File: src/rtl/sait_pkg.sv
package sait_pkg;

    localparam int NUM_BUCKETS      = 256;
    localparam int SLOTS_PER_BUCKET = 4;
    localparam int BUCKET_BITS      = $clog2(NUM_BUCKETS);
    localparam int SLOT_BITS        = $clog2(SLOTS_PER_BUCKET);
    localparam int USED_BITS        = $clog2(SLOTS_PER_BUCKET + 1);
    localparam int FIFO_DEPTH       = 2;

    localparam logic [63:0] MIX_K1 = 64'h9E3779B97F4A7C15;
    localparam logic [63:0] MIX_K2 = 64'hFF51AFD7ED558CCD;
    localparam int MIX_SHIFT = 33;

    localparam logic [2:0] ST_INACTIVE = 3'd0;
    localparam logic [2:0] ST_NOOP     = 3'd1;
    localparam logic [2:0] ST_OVERFLOW = 3'd2;
    localparam logic [2:0] ST_INSERTED = 3'd3;
    localparam logic [2:0] ST_UPDATED  = 3'd4;
    localparam logic [2:0] ST_REMOVED  = 3'd5;
    localparam logic [2:0] ST_FOUND    = 3'd6;
    localparam logic [2:0] ST_NOTFOUND = 3'd7;

    localparam logic OP_LOOKUP  = 1'b0;
    localparam logic OP_PUBLISH = 1'b1;

    typedef struct packed {
        logic        op;
        logic [63:0] device_id;
        logic [63:0] inode_number;
        logic [31:0] ref_count;
        logic [31:0] access_mask;
        logic [31:0] sharing_mask;
    } req_t;

    typedef struct packed {
        logic [2:0]  status;
        logic [7:0]  bucket_index;
        logic [1:0]  slot_index;
        logic [31:0] stored_refs;
        logic [31:0] stored_access;
        logic [31:0] stored_sharing;
        logic [31:0] bucket_seq;
        logic [2:0]  bucket_used;
    } rsp_t;

    // classified work item passed from front to back
    typedef struct packed {
        req_t                   req;
        logic                   active;
        logic [BUCKET_BITS-1:0] bucket;
    } work_t;

    // one slot as stored
    typedef struct packed {
        logic [63:0] dev;
        logic [63:0] ino;
        logic [31:0] refs;
        logic [31:0] acc;
        logic [31:0] shr;
    } slot_t;

    localparam int SLOT_W = $bits(slot_t);
    // bucket row: slots plus sequence number and occupancy
    localparam int ROW_W  = SLOTS_PER_BUCKET * SLOT_W + 32 + USED_BITS;

endpackage

File: src/rtl/sait_fifo.sv
module sait_fifo
    import sait_pkg::*;
(
    input  logic  clk,
    input  logic  rst_n,
    input  logic  wr_valid,
    output logic  wr_ready,
    input  work_t wr_data,
    output logic  rd_valid,
    input  logic  rd_ready,
    output work_t rd_data
);
    localparam int PW = $clog2(FIFO_DEPTH);

    work_t         buf_reg [FIFO_DEPTH];
    logic [PW-1:0] wp_reg, rp_reg;
    logic [PW:0]   cnt_reg;
    logic          wr_fire, rd_fire;

    assign wr_ready = cnt_reg != (PW+1)'(FIFO_DEPTH);
    assign rd_valid = cnt_reg != '0;
    assign rd_data  = buf_reg[rp_reg];
    assign wr_fire  = wr_valid && wr_ready;
    assign rd_fire  = rd_valid && rd_ready;

    // pointers and fill level
    always_ff @(posedge clk or negedge rst_n)
    begin
        if (!rst_n)
        begin
            wp_reg  <= '0;
            rp_reg  <= '0;
            cnt_reg <= '0;
        end
        else
        begin
            if (wr_fire) wp_reg <= wp_reg + 1'b1;
            if (rd_fire) rp_reg <= rp_reg + 1'b1;
            cnt_reg <= cnt_reg + (PW+1)'(wr_fire) - (PW+1)'(rd_fire);
        end
    end

    always_ff @(posedge clk)
    begin
        if (wr_fire) buf_reg[wp_reg] <= wr_data;
    end
endmodule

File: config.mk
export PLATFORM = sky130hd
export DESIGN_NAME = sait_fifo
export DESIGN_NICKNAME = d
export VERILOG_FILES = /design/src/rtl/sait_pkg.sv /design/src/rtl/sait_fifo.sv
export SDC_FILE = /design/constraint.sdc
export NUM_CORES = 1
export LEC_CHECK = 0
export ABC_AREA = 1
export BUFFER_PORTS_ARGS = -buffer_cell sky130_fd_sc_hd__buf_2
export CAP_MARGIN = 20
export CORE_AREA = 2 2 199 201
export CTS_BUF_LIST = sky130_fd_sc_hd__clkbuf_4 sky130_fd_sc_hd__clkbuf_8 sky130_fd_sc_hd__clkbuf_16
export CTS_CLUSTER_DIAMETER = 120
export DETAILED_ROUTE_END_ITERATION = 7
export DIE_AREA = 0 0 201 203
export GPL_TIMING_DRIVEN = 0
export PLACE_DENSITY = 0.66
export SKIP_CTS_REPAIR_TIMING = 1
export SLEW_MARGIN = 20
export SYNTH_ARGS = -nofsm -noshare
export SYNTH_HDL_FRONTEND = slang
export SYNTH_SLANG_ARGS = --single-unit
File: constraint.sdc
create_clock -name clk -period 14.9 [get_ports clk]
set_input_delay 2.235 -clock clk [delete_from_list [all_inputs] [get_ports clk]]
set_output_delay 2.235 -clock clk [all_outputs]
set_load 0.01 [all_outputs]
==> flow_summary.toml <==
[setup_path]
critical_path_required_ns = 12.66
critPathKind = "register to output pin"
critPathLaunchType = "register"
critPathMaxFanout = 10
end_kind = "output pin"
worst_ep_arrival_time_ns = 2.05

[global_routing]
grt_pass1_wl_mm = 63.99
grt_antenna_before_repair = 19
grt_pass1_vias = 11350
grt_start_max_net_pins = 26
grt_use_total_pct = 20.71
grt-ovfl-total = 0

[place]
place_ws_ns = 10.52
place_congestion = 0.8335
io_buffers = 473
hpwl_mm = 30.82
placed_cell_area_um2 = 20800

[drt]
met2_length_mm = 20.78
drc = 0
wl_mm = 42.32
drt-vias-per-instance = 4.699
via_count = 11120
detail-route-antenna-nets = 0
top_layer = "met5"
initialDrtViolationCount = 634
m1WireLength_mm = 15.75
met3WireLength_mm = 4.351
wl_per_cell_um = 17.88
dr.pass1.iters = 5

[floorplanning]
io_pins = 474
rows = 72
die_x_um = 201
die-area_um2 = 40800
coreArea_um2 = 38470
initial_utilization_pct = 44.89
die_h_um = 203

[clock_network]
clock-sinks = 472
cts_buffer_depth = 3
clk_pin_slew_worst_paths_ns = 0.06
clk_latency_ns = 0.56
htreeDepth = 2
cts_root_buf = "clkbuf_16"
numCtsBuffers = 47
cts_tree = "built"

[job]
cap_violations = 0

[cells_and_area]
layout_common_cells = "711 x nand2_1, 494 x buf_2, 468 x edfxtp_1, 49 x clkbuf_16"
largest_register_ffs = 468
nets = 2036
finish.instance_area_um2 = 22400
area_growth_pct = 29.71
drive_above_1_share_pct = 33.88
layout_commonest_cell = "nand2_1"

[sta]
clock.fmax_mhz = 233.1
finalSetupTns_ns = 0
finalMaxSlewViolations = 0
worst_slew_pin_slew_ns = 0.7781
fin_ws_ns = 10.61
rsz0062_at_grt = "no"
period_needed_ns = 4.290
fin_crit_sh_pct = 28.79
finalHoldViolations = 0
slew_headroom_pct = 48.00
setup_violations = 0
fin_hold_ws_ns = 0.5955
skew_ns = 0.007345

[synthesis]
ys.warnings.count = 0
ys_seq_area_share_pct = 81.97
synthDistinctLibCells = 15
synth_fp_nets = 1492
netlist_instances = 1253
synthesis.area_um2 = 17270
ys_ff_latch = 472
synth.avg_cell_area_um2 = 13.78

[power_and_ir_drop]
powerDensity_nw_per_um2 = 207.3
irDropWorstVdd_uv = 134.8
leakage_uw = 0.009680

[outcome]
outcome = "completed"

[min_path]
min_path_type = "register to register"
metrics by stage:
step	power, µW	utilization (%)	instances
floorplan	2846	-	1253
global placement	3601	52.73	2244
detailed placement	3519	54.08	2266
CTS	4707	58.12	2351
global route	4912	58.17	2359
finish	4643	58.23	2367
metal layers:
metal | track usage [%] | up-vias
li1 | - | 5368
met1 | 23.50 | 5234
met2 | 35.26 | 424
met3 | 8.010 | 88
met4 | 8.333 | 8
met5 | 0 | -
layout make-up:
class	instances	area [µm²]
flip-flops and latches	472	14150
repair buffers	495	2870
clock inverters	24	240.2
multi-input cells	722	2744
well taps	518	648.1
clock buffers	61	1316
inverters	8	32.53
diodes	16	40.04
plain buffers	51	352.8
fillers	3161	16070
logic make-up (layout without fill, tap and decap cells):
group / Yosys count / in the layout / share of synthesized area [%]
compound gates: 2 / 2 / 0.05791
xor+xnor: 1 / 1 / 0.05073
fa+ha+maj: 1 / 1 / 0.07245
buf+inv: 59 / 639 / 2.232
flops: 472 / 472 / 81.97
other cells: 0 / 16 / 0
simple gates: 718 / 718 / 15.62
cells in the mapped netlist:
| library cell | n | area (µm²) |
|---|---|---|
| dfrtp_1 | 4 | 100.1 |
| buf_4 | 12 | 90.09 |
| clkbuf_1 | 6 | 22.52 |
| edfxtp_1 | 468 | 14050 |
| inv_4 | 1 | 6.260 |
| a21oi_1 | 1 | 5.000 |
| nand2_1 | 711 | 2669 |
| inv_1 | 7 | 26.28 |
| nor2_1 | 5 | 18.77 |
| o21ai_0 | 1 | 5.000 |
| nand3_1 | 2 | 10.01 |
| buf_2 | 21 | 105.1 |
| buf_6 | 12 | 135.1 |
| xor2_1 | 1 | 8.760 |
| ha_1 | 1 | 12.51 |
worst max-delay path, cell delays in order (launching register included):
cell     delay [ns]
dfrtp_1        0.35
buf_4          0.20
inv_4          0.18
buf_6          0.23
buf_6          0.19
nand2_1        0.06
nand2_1        0.12
buf_2          0.15
where the power goes:
part           internal (µW)  total, µW  switching [µW]  leakage (µW)
Sequential              1800       1870            62.7       0.00439
Clock                    708       1180             473      0.000788
Combinational            559       1590            1040       0.00450
Total                   3070       4640            1570       0.00968
path summary, 6_finish.rpt:
kind / slack, ns / cells past startpoint / from / end
setup / recovery: 10.61 / 7 / rp_reg / rd_data[113]
hold / removal: 0.60 / 1 / cnt_reg[0] / cnt_reg[0]
setup reg to reg: 12.31 / 8 / cnt_reg[0] / buf_reg[0][163]
max in group asynchronous: 13.29 / 1 / rst_n / cnt_reg[1]
hold reg to reg: 0.60 / 1 / cnt_reg[0] / cnt_reg[0]
min in group asynchronous: 1.48 / 1 / rst_n / wp_reg
(Power assumes the default switching activity.)
