$ cat src/rtl/sait_pkg.sv
package sait_pkg;

    localparam int NUM_BUCKETS      = 256;
    localparam int SLOTS_PER_BUCKET = 4;
    localparam int BUCKET_BITS      = $clog2(NUM_BUCKETS);
    localparam int SLOT_BITS        = $clog2(SLOTS_PER_BUCKET);
    localparam int USED_BITS        = $clog2(SLOTS_PER_BUCKET + 1);
    localparam int FIFO_DEPTH       = 2;

    localparam logic [63:0] MIX_K1 = 64'h9E3779B97F4A7C15;
    localparam logic [63:0] MIX_K2 = 64'hFF51AFD7ED558CCD;
    localparam int MIX_SHIFT = 33;

    localparam logic [2:0] ST_INACTIVE = 3'd0;
    localparam logic [2:0] ST_NOOP     = 3'd1;
    localparam logic [2:0] ST_OVERFLOW = 3'd2;
    localparam logic [2:0] ST_INSERTED = 3'd3;
    localparam logic [2:0] ST_UPDATED  = 3'd4;
    localparam logic [2:0] ST_REMOVED  = 3'd5;
    localparam logic [2:0] ST_FOUND    = 3'd6;
    localparam logic [2:0] ST_NOTFOUND = 3'd7;

    localparam logic OP_LOOKUP  = 1'b0;
    localparam logic OP_PUBLISH = 1'b1;

    typedef struct packed {
        logic        op;
        logic [63:0] device_id;
        logic [63:0] inode_number;
        logic [31:0] ref_count;
        logic [31:0] access_mask;
        logic [31:0] sharing_mask;
    } req_t;

    typedef struct packed {
        logic [2:0]  status;
        logic [7:0]  bucket_index;
        logic [1:0]  slot_index;
        logic [31:0] stored_refs;
        logic [31:0] stored_access;
        logic [31:0] stored_sharing;
        logic [31:0] bucket_seq;
        logic [2:0]  bucket_used;
    } rsp_t;

    // classified work item passed from front to back
    typedef struct packed {
        req_t                   req;
        logic                   active;
        logic [BUCKET_BITS-1:0] bucket;
    } work_t;

    // one slot as stored
    typedef struct packed {
        logic [63:0] dev;
        logic [63:0] ino;
        logic [31:0] refs;
        logic [31:0] acc;
        logic [31:0] shr;
    } slot_t;

    localparam int SLOT_W = $bits(slot_t);
    // bucket row: slots plus sequence number and occupancy
    localparam int ROW_W  = SLOTS_PER_BUCKET * SLOT_W + 32 + USED_BITS;

endpackage

$ cat src/rtl/sait_front.sv
module sait_front
    import sait_pkg::*;
(
    input  logic  clk,
    input  logic  rst_n,
    input  logic  in_valid,
    output logic  in_ready,
    input  req_t  in_data,
    input  logic  active,
    output logic  wk_valid,
    input  logic  wk_ready,
    output work_t wk_data
);
    // four-stage hash: partial products, sum and xorshift, partial products, sum and xorshift
    logic                   s1_valid_reg, s2_valid_reg, s3_valid_reg, s4_valid_reg;
    req_t                   s1_req_reg, s2_req_reg, s3_req_reg, s4_req_reg;
    logic                   s1_act_reg, s2_act_reg, s3_act_reg, s4_act_reg;
    logic [63:0]            s1_ll_reg, s3_ll_reg;
    logic [31:0]            s1_x_reg, s3_x_reg;
    logic [63:0]            s2_g_reg;
    logic [BUCKET_BITS-1:0] s4_bucket_reg;
    logic [63:0]            m1_ll, m3_ll, h1, g1, h2, h3;
    logic [31:0]            m1_x, m3_x;
    logic                   adv1, adv2, adv3, adv4;

    assign adv4     = !s4_valid_reg || wk_ready;
    assign adv3     = !s3_valid_reg || adv4;
    assign adv2     = !s2_valid_reg || adv3;
    assign adv1     = !s1_valid_reg || adv2;
    assign in_ready = adv1;

    // 64-bit products mod 2^64 from 32-bit pieces; cross terms only matter in the low 32 bits
    assign m1_ll = 64'(in_data.device_id[31:0]) * 64'(MIX_K1[31:0]);
    assign m1_x  = in_data.device_id[63:32] * MIX_K1[31:0]
                 + in_data.device_id[31:0] * MIX_K1[63:32];
    assign h1    = s1_ll_reg + {s1_x_reg, 32'd0} + s1_req_reg.inode_number;
    assign g1    = h1 ^ (h1 >> MIX_SHIFT);
    assign m3_ll = 64'(s2_g_reg[31:0]) * 64'(MIX_K2[31:0]);
    assign m3_x  = s2_g_reg[63:32] * MIX_K2[31:0] + s2_g_reg[31:0] * MIX_K2[63:32];
    assign h2    = s3_ll_reg + {s3_x_reg, 32'd0};
    assign h3    = h2 ^ (h2 >> MIX_SHIFT);

    // stage valids
    always_ff @(posedge clk or negedge rst_n)
    begin
        if (!rst_n)
        begin
            s1_valid_reg <= 1'b0;
            s2_valid_reg <= 1'b0;
            s3_valid_reg <= 1'b0;
            s4_valid_reg <= 1'b0;
        end
        else
        begin
            if (adv1) s1_valid_reg <= in_valid;
            if (adv2) s2_valid_reg <= s1_valid_reg;
            if (adv3) s3_valid_reg <= s2_valid_reg;
            if (adv4) s4_valid_reg <= s3_valid_reg;
        end
    end

    // stage payloads
    always_ff @(posedge clk)
    begin
        if (adv1)
        begin
            s1_req_reg <= in_data;
            s1_act_reg <= active;
            s1_ll_reg  <= m1_ll;
            s1_x_reg   <= m1_x;
        end
        if (adv2)
        begin
            s2_req_reg <= s1_req_reg;
            s2_act_reg <= s1_act_reg;
            s2_g_reg   <= g1;
        end
        if (adv3)
        begin
            s3_req_reg <= s2_req_reg;
            s3_act_reg <= s2_act_reg;
            s3_ll_reg  <= m3_ll;
            s3_x_reg   <= m3_x;
        end
        if (adv4)
        begin
            s4_req_reg    <= s3_req_reg;
            s4_act_reg    <= s3_act_reg;
            s4_bucket_reg <= h3[BUCKET_BITS-1:0];
        end
    end

    assign wk_valid       = s4_valid_reg;
    assign wk_data.req    = s4_req_reg;
    assign wk_data.active = s4_act_reg;
    assign wk_data.bucket = s4_bucket_reg;
endmodule

$ cat config.mk
export PLATFORM = sky130hd
export DESIGN_NAME = sait_front
export DESIGN_NICKNAME = d
export VERILOG_FILES = /design/src/rtl/sait_pkg.sv /design/src/rtl/sait_front.sv
export SDC_FILE = /design/constraint.sdc
export NUM_CORES = 2
export LEC_CHECK = 0
export BUFFER_PORTS_ARGS = -buffer_cell sky130_fd_sc_hd__buf_4
export CAP_MARGIN = 10
export CORE_MARGIN = 2
export CORE_UTILIZATION = 50
export CTS_BUF_LIST = sky130_fd_sc_hd__clkbuf_4 sky130_fd_sc_hd__clkbuf_8
export DETAILED_ROUTE_END_ITERATION = 12
export HOLD_SLACK_MARGIN = 0.06
export PLACE_DENSITY = 0.77
export SLEW_MARGIN = 20
export SYNTH_ARGS = -nofsm -noshare
export SYNTH_HDL_FRONTEND = slang
export SYNTH_SLANG_ARGS = --single-unit
$ cat constraint.sdc
create_clock -name clk -period 14.2 [get_ports clk]
set_input_delay 1.42 -clock clk [delete_from_list [all_inputs] [get_ports clk]]
set_output_delay 1.42 -clock clk [all_outputs]
set_load 0.1 [all_outputs]
==> metrics.md <==
| Metric | Value |
|---|---|
| Final hold vios | 0 |
| Hold Slack | 0.316 ns |
| Post-cts hold buffer count | 0 |
| Starting Density | 50.1% |
| RSZ-0062 raised after global routing | false |
| Initial antenna violation count | 11 |
| Die Y-Extent | 413 um |
| I/O pin cnt | 466 |
| Inserted Clock Buffers | 176 |
| Worst setup path startpoint | in_data[171] |
| Flops & latches, synth | 1076 |
| Tcrit/Tclk final | 62.3% |
| Synth cell types | 76 |
| Post-synth EDFFs | 1072 |
| Max Clock Skew | 0.0844 ns |
| Critical R2R Launch | s2_g_reg[9] |
| CTS tree | built |
| Synth Area per Inst | 13.4 um2 |
| Port buffer count | 465 |
| Via density | 5.23 |
| Die footprint | 170000 um2 |
| Sequential-to-total area share from yosys stat | 38.6% |
| Final WS setup | 5.35 ns |
| Detailed-route DRC error count | 0 |
| Fmax | 113 MHz |
| Startpoint types | input pin |
| Syn nets | 8707 |
| First-pass GRT wire length | 341000 um |
| Synth warnings | 0 |
| Wire per inst | 25.4 um |
| Cells after Synth | 6237 |
| R2R setup slack | 5.82 ns |
| Vias in the first global route | 51800 |
| Worst setup EP type | flop |
| Final WL | 234000 um |
| DIE WIDTH | 413 um |
| Final Critical Period | 8.85 ns |
| Post-route antenna net violation count | 0 |
| Total Routing Usage GR | 28.1% |
| Via count | 48300 |
| Clock latency on the worst-skew pair | 0.97 ns |
| NumNets Final | 9347 |
| Core area | 167000 um2 |
| Post-Syn Area | 83600 um2 |
| Post-CTS resize count | 0 |
| Filler Cells Inserted | 13500 |
| CP arrival | 9.51 ns |
| Highest-delay cell along the critical path | a2111oi_0 |
| Relative slew slack | 29.3% |
| CP required | 14.86 ns |
| Most numerous cell on the critical path | inv_1 |
| Clock sink total | 1076 |
| Post-CTS Setup Bufs | 0 |
| Crit path kind | input pin to flop |
| Measured slew at the worst slew-check pin | 1.05 ns |
| CTS root buf | clkbuf_8 |
| Count of final setup violators | 0 |
| 1st-iter DRT viols | 3401 |
| Largest net degree at the start of global routing | 152 |
| Max cap viols | 0 |
| Synth Flop Type | edfxtp_1 |
| Slowest stage delay, CP | 0.87 ns |
| Pins Over Slew Limit | 0 |
| Tightest Hold Check Type | input pin to asynchronous set/reset pin |
| Crit-path max FO | 8 |
| First-pass DRT Iterations | 6 |
| Global route overflow | 0 |
| Place WS | 4.52 ns |
| Asr flop ratio synth | 0.372% |
| H-tree lvl count | 4 |
| Deepest clock path buffer count | 3 |
| Worst Reg-to-Reg Cells | 22 |
| Dpl hpwl | 196000 um |
| Final GP Congestion | 0.999 |
| RR Endpoint | s3_ll_reg[40] |
| Clk slew on worst S/H paths | 0.06 ns |
| Status | complete, no violations |
| Layout Area Growth over Synthesis | 12.1% |
| Layout cells sized above 1 | 11.3% |
| Site Rows | 150 |
[stage by stage]
stage               util, %  TNS (ns)  instance area [um2]  instances
global route           56.2         0                93700       9227
detailed placement     54.0         0                89900       8902
CTS                    56.2         0                93700       9223
floorplan                 -   -310.64                83600       6237
finish                 56.2         0                93700       9230
global placement       54.0         0                89900       8902
[worst max path at each step]
stage / endpoint / cells past startpoint
2_1_floorplan: s1_act_reg / 2
3_3_place_gp: s1_ll_reg[62] / 29
3_5_place_dp: s1_ll_reg[62] / 29
4_1_cts: s1_ll_reg[62] / 29
5_1_grt: s1_ll_reg[62] / 29
6_report: s1_ll_reg[62] / 29
[metal layers]
layer / vias to the layer above / GRT usage [%] / part of all wire (%)
met5: - / 0 / 0.020
met4: 8 / 9.17 / 3.5
met3: 324 / 4.23 / 5.0
met2: 1459 / 46.4 / 49
met1: 25000 / 38.3 / 43
li1: 21500 / - / -
[kinds of logic after synthesis]
group	share of synthesized area, %
flops	38.6
xor+xnor	3.32
buf+inv	7.77
simple gates	2.05
mux	0.0374
compound gates	4.16
fa+ha+maj	44.0
[critical path, delay by kind of cell]
family | cells | cell delay (ns)
AOI/OAI and AO/OA | 8 | 2.75
adders and majority gates | 9 | 4.09
buffers and inverters | 9 | 0.88
and+or+nand+nor | 3 | 0.37
[synth_stat cells (all sizes together) (24+ instances only)]
library cell | number | share of area (%)
a21o | 99 | 0.89
fa | 1167 | 28
nand2 | 83 | 0.38
xnor2 | 249 | 2.6
a21oi | 160 | 0.96
nand2b | 26 | 0.19
o21bai | 31 | 0.28
edfxtp | 1072 | 39
xor2 | 65 | 0.68
nor2b | 24 | 0.18
o21ai | 87 | 0.52
ha | 1073 | 16
nand3 | 34 | 0.20
inv | 1707 | 7.7
o21a | 25 | 0.22
nor2 | 83 | 0.37
[cell usage in the layout, fill, tap and decap left out, types with 31 or more instances in the layout]
| cell | synthesis | routed |
|---|---|---|
| inv_1 | 1707 | 1706 |
| fa_1 | 1167 | 1167 |
| ha_1 | 1073 | 1073 |
| edfxtp_1 | 1072 | 1072 |
| buf_4 | 1 | 479 |
| xnor2_1 | 249 | 249 |
| clkbuf_8 | 0 | 177 |
| a21oi_1 | 159 | 159 |
| a21o_1 | 99 | 99 |
| o21ai_0 | 84 | 84 |
| nor2_1 | 83 | 83 |
| nand2_1 | 82 | 81 |
| xor2_1 | 65 | 65 |
| clkinv_1 | 0 | 42 |
| clkbuf_4 | 0 | 41 |
| nand3_1 | 34 | 33 |
| o21bai_1 | 31 | 31 |
[cell type report]
class | count | area [um2] | share of cell area (%)
multi-input combinational | 3433 | 44800 | 47.8
sequential | 1076 | 32300 | 34.5
inverter | 1707 | 6410 | 6.85
timing repair buffer | 483 | 3680 | 3.93
tap | 2204 | 2760 | 2.94
clock buffer | 218 | 2740 | 2.93
clock inverter | 103 | 988 | 1.05
antenna | 6 | 15.0 | 0.0160
Power is left out: the tool's default activity adds up to more than one toggle a clock period on the data nets, which glitch-free logic cannot reach.
